### src/design/ev1527_pkg.sv
// ----------------------------------------------------------------------------
// ev1527_pkg
// Shared types and constants of the remote pulse decoder.
// ----------------------------------------------------------------------------
`default_nettype none

package ev1527_pkg;

	localparam int unsigned MAX_WIDTHS_DEF = 80;
	localparam int unsigned CODE_BITS      = 24;
	localparam int unsigned MIN_DECODE     = 50;
	localparam int unsigned SHORT_MUL      = 70;     // short tolerance, percent
	localparam int unsigned LONG_MUL       = 3 * 45; // long target 3x base, 45 percent
	localparam int unsigned SYNC_SHIFT     = 3;      // sync width >= 8x base
	localparam logic [15:0] NO_BASE        = 16'hFFFF;
	localparam int unsigned SYNC_ROOM      = 2 * CODE_BITS + 1;
	// floor(x / 100) == (x * DIV100_K) >> DIV100_SH, exact for x below 2^24
	localparam logic [25:0] DIV100_K       = 26'd42949673;
	localparam int unsigned DIV100_SH      = 32;

	localparam logic [15:0] RST_MIN_PULSE  = 16'd80;
	localparam logic [15:0] RST_FRAME_GAP  = 16'd5000;
	localparam logic [6:0]  RST_MIN_FRAME  = 7'd20;
	localparam logic [15:0] RST_MIN_BASE   = 16'd150;
	localparam logic [15:0] RST_REP_WIN    = 16'd350;
	localparam logic [23:0] RST_TARGET     = 24'd0;

	typedef enum logic [1:0] {
		ST_NEW    = 2'd0,
		ST_REPEAT = 2'd1,
		ST_FAIL   = 2'd2
	} status_t;

	typedef enum logic [2:0] {
		CFG_MIN_PULSE = 3'd0,
		CFG_FRAME_GAP = 3'd1,
		CFG_MIN_FRAME = 3'd2,
		CFG_MIN_BASE  = 3'd3,
		CFG_REP_WIN   = 3'd4,
		CFG_TARGET    = 3'd5
	} cfg_idx_t;

	typedef struct packed {
		logic    edge_upd;
		logic    store;
		logic    cnt_clr;
		logic    close;
		logic    idx_clr;
		logic    idx_inc;
		logic    rd_en;
		logic    base_init;
		logic    base_upd;
		logic    tol_mul;
		logic    tol_div;
		logic    prev_ld;
		logic    a_ld;
		logic    bit_clr;
		logic    bit_shift;
		logic    commit;
		logic    out_load;
		status_t out_sel;
	} cmd_t;

	typedef struct packed {
		logic gap_lt_min;
		logic gap_gt_frame;
		logic cnt_ge_min;
		logic cnt_full;
		logic n_lt_min;
		logic idx_last;
		logic base_none;
		logic sync_hit;
		logic room_bad;
		logic bit_ok;
		logic bits_done;
		logic is_repeat;
	} sts_t;

endpackage

`default_nettype wire

### src/design/ev1527_remote_pulse_decoder_unit.sv
// ----------------------------------------------------------------------------
// ev1527_remote_pulse_decoder_unit
// Measures receiver edge intervals, closes frames on a long gap and decodes
// the 24-bit remote code with repeat suppression.
// ----------------------------------------------------------------------------
//  channel | signals                                   | handshake
//  --------+-------------------------------------------+----------------
//  in      | func, now_us, now_ms                      | in_valid/in_stall
//  out     | status, code, matches_target, frame_pulses| out_valid/out_stall
//  cfg     | cfg_index, cfg_data                       | cfg_valid/cfg_ready
//
//  An edge or poll word that closes no frame is taken without stalling input.
//  A closing word runs the decode sequencer over the single-port width
//  store: a base search over all widths, a search through the sync pair,
//  both widths of each data bit, then the fixed check, tolerance, repeat
//  and output steps.
//  Reset is asynchronous (arst_n low); no clearing pass is needed.
//  A finished word waits in the output register while input resumes; the
//  next decode waits only at its final step if that register is still held.
// ----------------------------------------------------------------------------
`default_nettype none

module ev1527_remote_pulse_decoder_unit #(
	parameter int unsigned MAX_WIDTHS = ev1527_pkg::MAX_WIDTHS_DEF
) (
	input  wire logic        clk,
	input  wire logic        arst_n,
	input  wire logic        in_valid,
	output logic             in_stall,
	input  wire logic        func,
	input  wire logic [31:0] now_us,
	input  wire logic [31:0] now_ms,
	output logic             out_valid,
	input  wire logic        out_stall,
	output logic [1:0]       status,
	output logic [23:0]      code,
	output logic             matches_target,
	output logic [6:0]       frame_pulses,
	input  wire logic        cfg_valid,
	output logic             cfg_ready,
	input  wire logic [2:0]  cfg_index,
	input  wire logic [23:0] cfg_data
);

	ev1527_pkg::cmd_t cmd;
	ev1527_pkg::sts_t sts;

	// registers take a write in any cycle
	assign cfg_ready = 1'b1;

	ev1527_ctrl u_ctrl (
		.clk       (clk),
		.arst_n    (arst_n),
		.in_valid  (in_valid),
		.in_stall  (in_stall),
		.func      (func),
		.out_valid (out_valid),
		.out_stall (out_stall),
		.sts       (sts),
		.cmd       (cmd)
	);

	ev1527_dp #(
		.MAX_WIDTHS (MAX_WIDTHS)
	) u_dp (
		.clk            (clk),
		.arst_n         (arst_n),
		.cmd            (cmd),
		.sts            (sts),
		.now_us         (now_us),
		.now_ms         (now_ms),
		.cfg_we         (cfg_valid && cfg_ready),
		.cfg_index      (cfg_index),
		.cfg_data       (cfg_data),
		.status         (status),
		.code           (code),
		.matches_target (matches_target),
		.frame_pulses   (frame_pulses)
	);

	// a result only comes out of a decode, during which input is held off
	a_rise_from_decode: assert property (@(posedge clk) disable iff (!arst_n)
		$rose(out_valid) |-> $past(in_stall))
		else $error("result without a decode");

	a_fail_clean: assert property (@(posedge clk) disable iff (!arst_n)
		(out_valid && status == ev1527_pkg::ST_FAIL) |-> (code == '0 && !matches_target))
		else $error("failed frame carries code or match");

	a_match_new: assert property (@(posedge clk) disable iff (!arst_n)
		(out_valid && matches_target) |-> (status == ev1527_pkg::ST_NEW))
		else $error("match flagged on non-new code");

	a_status_legal: assert property (@(posedge clk) disable iff (!arst_n)
		out_valid |-> (status == ev1527_pkg::ST_NEW || status == ev1527_pkg::ST_REPEAT
			|| status == ev1527_pkg::ST_FAIL))
		else $error("bad status code");

endmodule

`default_nettype wire

### src/design/ev1527_dp.sv
// ----------------------------------------------------------------------------
// ev1527_dp
// Datapath: config registers, width store, counters, tolerance math, result.
// ----------------------------------------------------------------------------
`default_nettype none

module ev1527_dp #(
	parameter int unsigned MAX_WIDTHS = ev1527_pkg::MAX_WIDTHS_DEF
) (
	input  wire logic                clk,
	input  wire logic                arst_n,
	input  wire ev1527_pkg::cmd_t    cmd,
	output ev1527_pkg::sts_t         sts,
	input  wire logic [31:0]         now_us,
	input  wire logic [31:0]         now_ms,
	input  wire logic                cfg_we,
	input  wire logic [2:0]          cfg_index,
	input  wire logic [23:0]         cfg_data,
	output logic [1:0]               status,
	output logic [23:0]              code,
	output logic                     matches_target,
	output logic [6:0]               frame_pulses
);

	localparam int unsigned CNT_W = $clog2(MAX_WIDTHS + 1);
	localparam int unsigned AW    = $clog2(MAX_WIDTHS);
	localparam int unsigned CMPW  = (CNT_W > 7) ? CNT_W : 7;

	logic [15:0] min_pulse_q, frame_gap_q, min_base_q, rep_win_q;
	logic [6:0]  min_frame_q;
	logic [23:0] target_q;

	logic [31:0]      last_edge_q, last_ms_q, ms_q;
	logic [23:0]      last_code_q, code_q;
	logic [CNT_W-1:0] cnt_q, n_q, idx_q;
	logic [4:0]       bcnt_q;
	logic [15:0]      mem [MAX_WIDTHS];
	logic [15:0]      rdata_q, prev_q, a_q, base_q;
	logic [23:0]      sprod_q, lprod_q;
	logic [15:0]      stol_q;
	logic [16:0]      ltol_q;

	logic [31:0] gap, ms_diff;
	logic [49:0] sdiv, ldiv;
	logic [19:0] lng, s_lo, s_hi, l_lo, l_hi;
	logic        a_zero, a_one;

	function automatic logic near(input logic [15:0] v, input logic [19:0] lo,
		input logic [19:0] hi);
		logic [19:0] vx;
		vx = {4'd0, v};
		return (vx >= lo) && (vx <= hi);
	endfunction

	assign gap     = now_us - last_edge_q;
	assign ms_diff = ms_q - last_ms_q;
	assign sdiv    = 50'(sprod_q) * 50'(ev1527_pkg::DIV100_K);
	assign ldiv    = 50'(lprod_q) * 50'(ev1527_pkg::DIV100_K);
	assign lng     = 20'({base_q, 1'b0}) + 20'(base_q);
	assign s_lo    = 20'(base_q) - 20'(stol_q);
	assign s_hi    = 20'(base_q) + 20'(stol_q);
	assign l_lo    = lng - 20'(ltol_q);
	assign l_hi    = lng + 20'(ltol_q);
	assign a_zero  = near(a_q, s_lo, s_hi) && near(rdata_q, l_lo, l_hi);
	assign a_one   = near(a_q, l_lo, l_hi) && near(rdata_q, s_lo, s_hi);

	always_comb begin
		sts.gap_lt_min   = gap < {16'd0, min_pulse_q};
		sts.gap_gt_frame = gap > {16'd0, frame_gap_q};
		sts.cnt_ge_min   = CMPW'(cnt_q) >= CMPW'(min_frame_q);
		sts.cnt_full     = cnt_q == CNT_W'(MAX_WIDTHS);
		sts.n_lt_min     = n_q < CNT_W'(ev1527_pkg::MIN_DECODE);
		sts.idx_last     = ({1'b0, idx_q} + 1'b1) == {1'b0, n_q};
		sts.base_none    = base_q == ev1527_pkg::NO_BASE;
		sts.sync_hit     = (idx_q != '0) && near(prev_q, s_lo, s_hi)
			&& (20'(rdata_q) >= (20'(base_q) << ev1527_pkg::SYNC_SHIFT));
		sts.room_bad     = ({1'b0, idx_q} + (CNT_W + 1)'(ev1527_pkg::SYNC_ROOM))
			> {1'b0, n_q};
		sts.bit_ok       = a_zero || a_one;
		sts.bits_done    = bcnt_q == 5'(ev1527_pkg::CODE_BITS - 1);
		sts.is_repeat    = (code_q == last_code_q) && (ms_diff < {16'd0, rep_win_q});
	end

	// config and control state
	always_ff @(posedge clk or negedge arst_n) begin
		if (!arst_n) begin
			min_pulse_q <= ev1527_pkg::RST_MIN_PULSE;
			frame_gap_q <= ev1527_pkg::RST_FRAME_GAP;
			min_frame_q <= ev1527_pkg::RST_MIN_FRAME;
			min_base_q  <= ev1527_pkg::RST_MIN_BASE;
			rep_win_q   <= ev1527_pkg::RST_REP_WIN;
			target_q    <= ev1527_pkg::RST_TARGET;
			last_edge_q <= '0;
			last_ms_q   <= '0;
			last_code_q <= '0;
			cnt_q       <= '0;
		end else begin
			if (cfg_we) begin
				case (ev1527_pkg::cfg_idx_t'(cfg_index))
					ev1527_pkg::CFG_MIN_PULSE: min_pulse_q <= cfg_data[15:0];
					ev1527_pkg::CFG_FRAME_GAP: frame_gap_q <= cfg_data[15:0];
					ev1527_pkg::CFG_MIN_FRAME: min_frame_q <= cfg_data[6:0];
					ev1527_pkg::CFG_MIN_BASE:  min_base_q  <= cfg_data[15:0];
					ev1527_pkg::CFG_REP_WIN:   rep_win_q   <= cfg_data[15:0];
					ev1527_pkg::CFG_TARGET:    target_q    <= cfg_data;
					default: ;
				endcase
			end
			if (cmd.edge_upd) last_edge_q <= now_us;
			if (cmd.store) cnt_q <= cnt_q + 1'b1;
			else if (cmd.cnt_clr || cmd.close) cnt_q <= '0;
			if (cmd.commit) begin
				last_code_q <= code_q;
				last_ms_q   <= ms_q;
			end
		end
	end

	always_ff @(posedge clk) begin
		if (cmd.store) mem[cnt_q[AW-1:0]] <= gap[15:0];
		if (cmd.rd_en) rdata_q <= mem[idx_q[AW-1:0]];
	end

	// decode working registers
	always_ff @(posedge clk) begin
		if (cmd.close) begin
			n_q    <= cnt_q;
			ms_q   <= now_ms;
			code_q <= '0;
		end
		if (cmd.idx_clr) idx_q <= '0;
		else if (cmd.idx_inc) idx_q <= idx_q + 1'b1;
		if (cmd.base_init) base_q <= ev1527_pkg::NO_BASE;
		else if (cmd.base_upd && rdata_q >= min_base_q && rdata_q < base_q)
			base_q <= rdata_q;
		if (cmd.tol_mul) begin
			sprod_q <= 24'(base_q) * 24'(ev1527_pkg::SHORT_MUL);
			lprod_q <= 24'(base_q) * 24'(ev1527_pkg::LONG_MUL);
		end
		if (cmd.tol_div) begin
			stol_q <= sdiv[ev1527_pkg::DIV100_SH +: 16];
			ltol_q <= ldiv[ev1527_pkg::DIV100_SH +: 17];
		end
		if (cmd.prev_ld) prev_q <= rdata_q;
		if (cmd.a_ld) a_q <= rdata_q;
		if (cmd.bit_clr) bcnt_q <= '0;
		else if (cmd.bit_shift) begin
			bcnt_q <= bcnt_q + 1'b1;
			code_q <= {code_q[22:0], ~a_zero};
		end
		if (cmd.out_load) begin
			status         <= cmd.out_sel;
			code           <= (cmd.out_sel == ev1527_pkg::ST_FAIL) ? '0 : code_q;
			matches_target <= (cmd.out_sel == ev1527_pkg::ST_NEW) && (target_q != '0)
				&& (code_q == target_q);
			frame_pulses   <= 7'(n_q);
		end
	end

endmodule

`default_nettype wire

### src/design/ev1527_ctrl.sv
// ----------------------------------------------------------------------------
// ev1527_ctrl
// Controller: input event handling and the frame decode sequence.
// ----------------------------------------------------------------------------
`default_nettype none

module ev1527_ctrl (
	input  wire logic              clk,
	input  wire logic              arst_n,
	input  wire logic              in_valid,
	output logic                   in_stall,
	input  wire logic              func,
	output logic                   out_valid,
	input  wire logic              out_stall,
	input  wire ev1527_pkg::sts_t  sts,
	output ev1527_pkg::cmd_t       cmd
);

	typedef enum logic [3:0] {
		S_IDLE, S_CHK, S_MIN_RD, S_MIN_CMP, S_TOL_MUL, S_TOL_DIV, S_SYN_RD,
		S_SYN_CMP, S_BIT_RDA, S_BIT_A, S_BIT_RDB, S_BIT_B, S_REP, S_OUT
	} state_t;

	state_t               state_q;
	ev1527_pkg::status_t  sel_q;
	logic                 in_acc, out_free, do_close;

	assign in_stall = state_q != S_IDLE;
	assign in_acc   = in_valid && !in_stall;
	assign out_free = !out_valid || !out_stall;
	// close on a long gap with enough widths, by edge or poll alike
	assign do_close = sts.gap_gt_frame && sts.cnt_ge_min && (func || !sts.gap_lt_min);

	always_comb begin
		cmd         = '0;
		cmd.out_sel = sel_q;
		case (state_q)
			S_IDLE: begin
				if (in_acc) begin
					cmd.edge_upd = !func;
					cmd.close    = do_close;
					if (!func && !sts.gap_lt_min) begin
						if (sts.gap_gt_frame) cmd.cnt_clr = !sts.cnt_ge_min;
						else if (sts.cnt_full) cmd.cnt_clr = 1'b1;
						else cmd.store = 1'b1;
					end
				end
			end
			S_CHK: begin
				cmd.base_init = 1'b1;
				cmd.idx_clr   = 1'b1;
			end
			S_MIN_RD: cmd.rd_en = 1'b1;
			S_MIN_CMP: begin
				cmd.base_upd = 1'b1;
				cmd.idx_inc  = 1'b1;
			end
			S_TOL_MUL: cmd.tol_mul = 1'b1;
			S_TOL_DIV: begin
				cmd.tol_div = 1'b1;
				cmd.idx_clr = 1'b1;
			end
			S_SYN_RD: cmd.rd_en = 1'b1;
			S_SYN_CMP: begin
				cmd.prev_ld = !sts.sync_hit;
				cmd.idx_inc = 1'b1;
				cmd.bit_clr = 1'b1;
			end
			S_BIT_RDA: cmd.rd_en = 1'b1;
			S_BIT_A: begin
				cmd.a_ld    = 1'b1;
				cmd.idx_inc = 1'b1;
			end
			S_BIT_RDB: cmd.rd_en = 1'b1;
			S_BIT_B: begin
				cmd.bit_shift = sts.bit_ok;
				cmd.idx_inc   = 1'b1;
			end
			S_REP: cmd.commit = !sts.is_repeat;
			S_OUT: cmd.out_load = out_free;
			default: ;
		endcase
	end

	always_ff @(posedge clk or negedge arst_n) begin
		if (!arst_n) begin
			state_q   <= S_IDLE;
			sel_q     <= ev1527_pkg::ST_FAIL;
			out_valid <= 1'b0;
		end else begin
			if (out_valid && !out_stall && state_q != S_OUT) out_valid <= 1'b0;
			case (state_q)
				S_IDLE: if (in_acc && do_close) state_q <= S_CHK;
				S_CHK: begin
					if (sts.n_lt_min) begin
						sel_q   <= ev1527_pkg::ST_FAIL;
						state_q <= S_OUT;
					end else state_q <= S_MIN_RD;
				end
				S_MIN_RD: state_q <= S_MIN_CMP;
				S_MIN_CMP: state_q <= sts.idx_last ? S_TOL_MUL : S_MIN_RD;
				S_TOL_MUL: begin
					if (sts.base_none) begin
						sel_q   <= ev1527_pkg::ST_FAIL;
						state_q <= S_OUT;
					end else state_q <= S_TOL_DIV;
				end
				S_TOL_DIV: state_q <= S_SYN_RD;
				S_SYN_RD: state_q <= S_SYN_CMP;
				S_SYN_CMP: begin
					if (sts.sync_hit) begin
						if (sts.room_bad) begin
							sel_q   <= ev1527_pkg::ST_FAIL;
							state_q <= S_OUT;
						end else state_q <= S_BIT_RDA;
					end else if (sts.idx_last) begin
						sel_q   <= ev1527_pkg::ST_FAIL;
						state_q <= S_OUT;
					end else state_q <= S_SYN_RD;
				end
				S_BIT_RDA: state_q <= S_BIT_A;
				S_BIT_A: state_q <= S_BIT_RDB;
				S_BIT_RDB: state_q <= S_BIT_B;
				S_BIT_B: begin
					if (!sts.bit_ok) begin
						sel_q   <= ev1527_pkg::ST_FAIL;
						state_q <= S_OUT;
					end else state_q <= sts.bits_done ? S_REP : S_BIT_RDA;
				end
				S_REP: begin
					sel_q   <= sts.is_repeat ? ev1527_pkg::ST_REPEAT : ev1527_pkg::ST_NEW;
					state_q <= S_OUT;
				end
				S_OUT: begin
					if (out_free) begin
						out_valid <= 1'b1;
						state_q   <= S_IDLE;
					end
				end
				default: state_q <= S_IDLE;
			endcase
		end
	end

endmodule

`default_nettype wire

### config.mk
export PLATFORM = sky130hd
export DESIGN_NAME = ev1527_remote_pulse_decoder_unit
export DESIGN_NICKNAME = d
export VERILOG_FILES = /design/src/design/ev1527_pkg.sv /design/src/design/ev1527_remote_pulse_decoder_unit.sv /design/src/design/ev1527_dp.sv /design/src/design/ev1527_ctrl.sv
export SDC_FILE = /design/constraint.sdc
export NUM_CORES = 2
export LEC_CHECK = 0
export BUFFER_PORTS_ARGS = -buffer_cell sky130_fd_sc_hd__buf_2
export CORE_AREA = 2 2 449 451
export DETAILED_ROUTE_END_ITERATION = 7
export DIE_AREA = 0 0 451 453
export PLACE_DENSITY = 0.65
export SYNTH_ARGS = -nofsm -noshare
export SYNTH_HDL_FRONTEND = slang
export SYNTH_SLANG_ARGS = --single-unit
### constraint.sdc
create_clock -name clk -period 9.93 [get_ports clk]
set_input_delay 1.4895 -clock clk [delete_from_list [all_inputs] [get_ports clk]]
set_output_delay 1.4895 -clock clk [all_outputs]
set_load 0.03 [all_outputs]
==> out/metrics.yaml <==
final_layout:
  nFillCells: 16000
  area_growth_pct: 10.4
  final_cells: 10000
  fin_util_pct: 55.0
  nets: 8686
  drive_gt1_share_pct: 15.8
  layout_common_cells: "edfxtp_1, ha_1, inv_1"
  layout_commonest_cell: "edfxtp_1"
timing:
  tns_ns: 0
  slew_violations: 0
  grt_setup_unrepaired: "no"
  relSlewSlack_pct: 13.6
  report.final.setup_viol: 0
  fin_crit_ns: 7.74
  fin_skew_ns: 0.0385
  fmax_mhz: 129
  final-hold-violation-count: 0
  period_share_pct: 77.9
  worst_pin_slew_ns: 1.29
floorplanning:
  rows: 164
  start_util_pct: 49.8
  dieWidth_um: 451
  die_area_um2: 204000
  ioPinCount: 134
  core-area_um2: 199000
  die_height_um: 453
synth:
  ys_seq_elements: 1727
  synth_nets: 8427
  postSynthAreaPerCell_um2: 14.3
  synth_top_area_share_pct: 44.7
  yosysTopAreaCell: "edfxtp_1"
  synth-compound-area-share_pct: 6.02
  synthXorXnorAreaFrac_pct: 2.02
  syn_area_um2: 99300
  yosys.area_share.simple_pct: 4.84
  ys_seq_area_share_pct: 50.7
  synth.area.mux_share_pct: 11.2
  synthArstFlopShare_pct: 11.4
  synth_area_leaders: "edfxtp_1, ha_1, mux4_2"
  synth_cells: 6943
  synth_cell_type_count: 103
  synthAdderAreaFrac_pct: 20.8
  synth_top_family_by_area: "adder cells"
  synth_edf_count: 1478
  synth_top_flop_cell: "edfxtp_1"
  yosysWarnings: 0
cts:
  cts_max_level: 4
  cts_root_buffer: "clkbuf_16"
  ctsResizeCount: 0
  worstSkewPairLatency_ns: 0.82
  cts_hold_buf: 0
  clk_pin_slew_ns: 0.06
  numCtsBuffers: 174
  cts.sinks: 1727
  cts_tree: "yes"
  cts_setup_buffers: 0
  cts_buffer_depth: 3
routing:
  via_count: 57400
  vias_per_cell: 5.74
  ant_nets: 0
  drt_iter0_drc: 4704
  drt-pass1-iter-count: 6
  drt_wl_total_mm: 248
  drc_errors: 0
  routedWlPerCell_um: 24.8
critical_path:
  rrSetupSlack_ns: 2.19
  critPathArrivalTime_ns: 8.29
  crit_fanout: 9
  r2r_cells: 24
  required_ns: 10.48
  crit_type: "flop to flop"
  critPathCaptureType: "flop"
  worstSetupStartpointType: "flop"
  r2r_end: "u_dp.stol_q[15]"
  r2r_start: "u_dp.sprod_q[6]"
global_route:
  track_usage_pct: 24.5
  grt_max_degree: 133
  grt_pass1_vias: 59400
  antenna_found_initial: 3
  grt_overflow: 0
  grt_first_pass_wirelength_mm: 374
flow_run:
  cap_violations: 0
worst_hold_path:
  hp-class: "flop to flop"
  min_delay_path_depth: 0
  hold_start: "u_dp.n_q[3]"
  holdPathEnd: "u_dp.frame_pulses[3]"
place:
  io_buffer_count: 132
  dp_hpwl_mm: 176
  dp.cells: 9682
  gp_congestion: 0.908
status:
  outcome: "completed"
synthesized netlist by cell type (all sizes together), types with 12 or more instances:
master	n
dfstp	20
xnor2	166
nor4	31
edfxtp	1478
and4	17
or2	12
nor2b	48
o211ai	22
mux4	405
and2	38
nand4	58
o21ai	226
nor3	55
dfxtp	52
o21bai	23
and3	24
a21o	126
nand2b	53
o31ai	19
clkbuf	110
fa	426
or3	17
nand3	72
ha	961
dfrtp	177
a211oi	31
o21a	53
inv	948
xor2	58
nor2	276
nand2	226
a21boi	16
mux2i	35
mux2	149
buf	75
a22o	26
a21oi	252
a31oi	19
worst max-delay path, stage by stage, from the launching register on:
cell,delay [ns]
edfxtp_1,0.62
fa_1,0.65
inv_1,0.08
fa_1,0.55
inv_1,0.06
fa_1,0.53
inv_1,0.05
fa_1,0.46
fa_1,0.49
inv_1,0.05
fa_1,0.50
fa_1,0.49
ha_1,0.31
a21o_1,0.18
a21o_1,0.16
a221oi_1,0.37
o22a_1,0.21
o21ai_0,0.32
o211a_1,0.35
o21ai_0,0.27
o41ai_1,0.16
and2_1,0.20
o21a_1,0.18
nor2_1,0.11
xnor2_1,0.09
cell type report:
cell class | instances | area (um2) | share of cell area (%)
antenna | 2 | 5.00 | 0.00457
clock buffer | 210 | 4570 | 4.17
clock inverter | 109 | 1280 | 1.17
inverter | 950 | 3570 | 3.25
multi-input combinational | 4081 | 44700 | 40.8
sequential | 1727 | 50400 | 46.0
tap | 2656 | 3320 | 3.03
timing repair buffer | 268 | 1730 | 1.58
cell families after synthesis:
kind of cell	Yosys count
buffers and inverters	1135
xor gates and xnor gates	226
AOI/OAI and AO/OA	919
muxes	589
other	1
and+or+nand+nor	954
adders and majority gates	1392
DFF	1727
worst max-delay path by stage:
stage                          startpoint               to  slack, ns  cells after the start
after global routing       u_dp.base_q[1]  u_dp.code_q[23]       1.74                     27
final                     u_dp.sprod_q[6]  u_dp.stol_q[15]       2.19                     24
after global placement          now_us[0]   u_dp.mem[7][0]       1.81                     22
after detailed placement        now_us[0]   u_dp.mem[7][5]       1.83                     22
after CTS                 u_dp.lprod_q[1]  u_dp.stol_q[15]       2.13                     22
after floorplan                 now_us[4]  u_dp.mem[24][0]       1.49                     18
metal layers:
metal	GRT usage [%]	vias up	part of all wire (%)
li1	-	26000	-
met1	31.8	29400	41
met2	41.8	1636	50
met3	3.20	411	5.2
met4	9.49	0	4.1
met5	0	-	0
state kept, by name, indices dropped and copies added (netlist names), 17 cells and up:
register,count
u_dp.sprod_q,20
u_dp.code,24
u_dp.target_q,24
u_dp.last_ms_q,32
u_dp.code_q,24
u_dp.ms_q,32
u_dp.last_edge_q,32
u_dp.lprod_q,24
u_dp.mem,1280
u_dp.ltol_q,17
u_dp.last_code_q,24
through the flow:
step	hold WS, ns	area [um2]	setup WS (ns)
6_report	0.468	110000	2.19
5_1_grt	0.460	110000	1.74
4_1_cts	0.465	110000	2.13
3_5_place_dp	0.435	104000	1.83
3_3_place_gp	0.443	104000	1.81
2_1_floorplan	0.426	99300	1.49
Power is not shown: default switching activity piles up to over one toggle a cycle in this logic, so the estimate is an artifact.
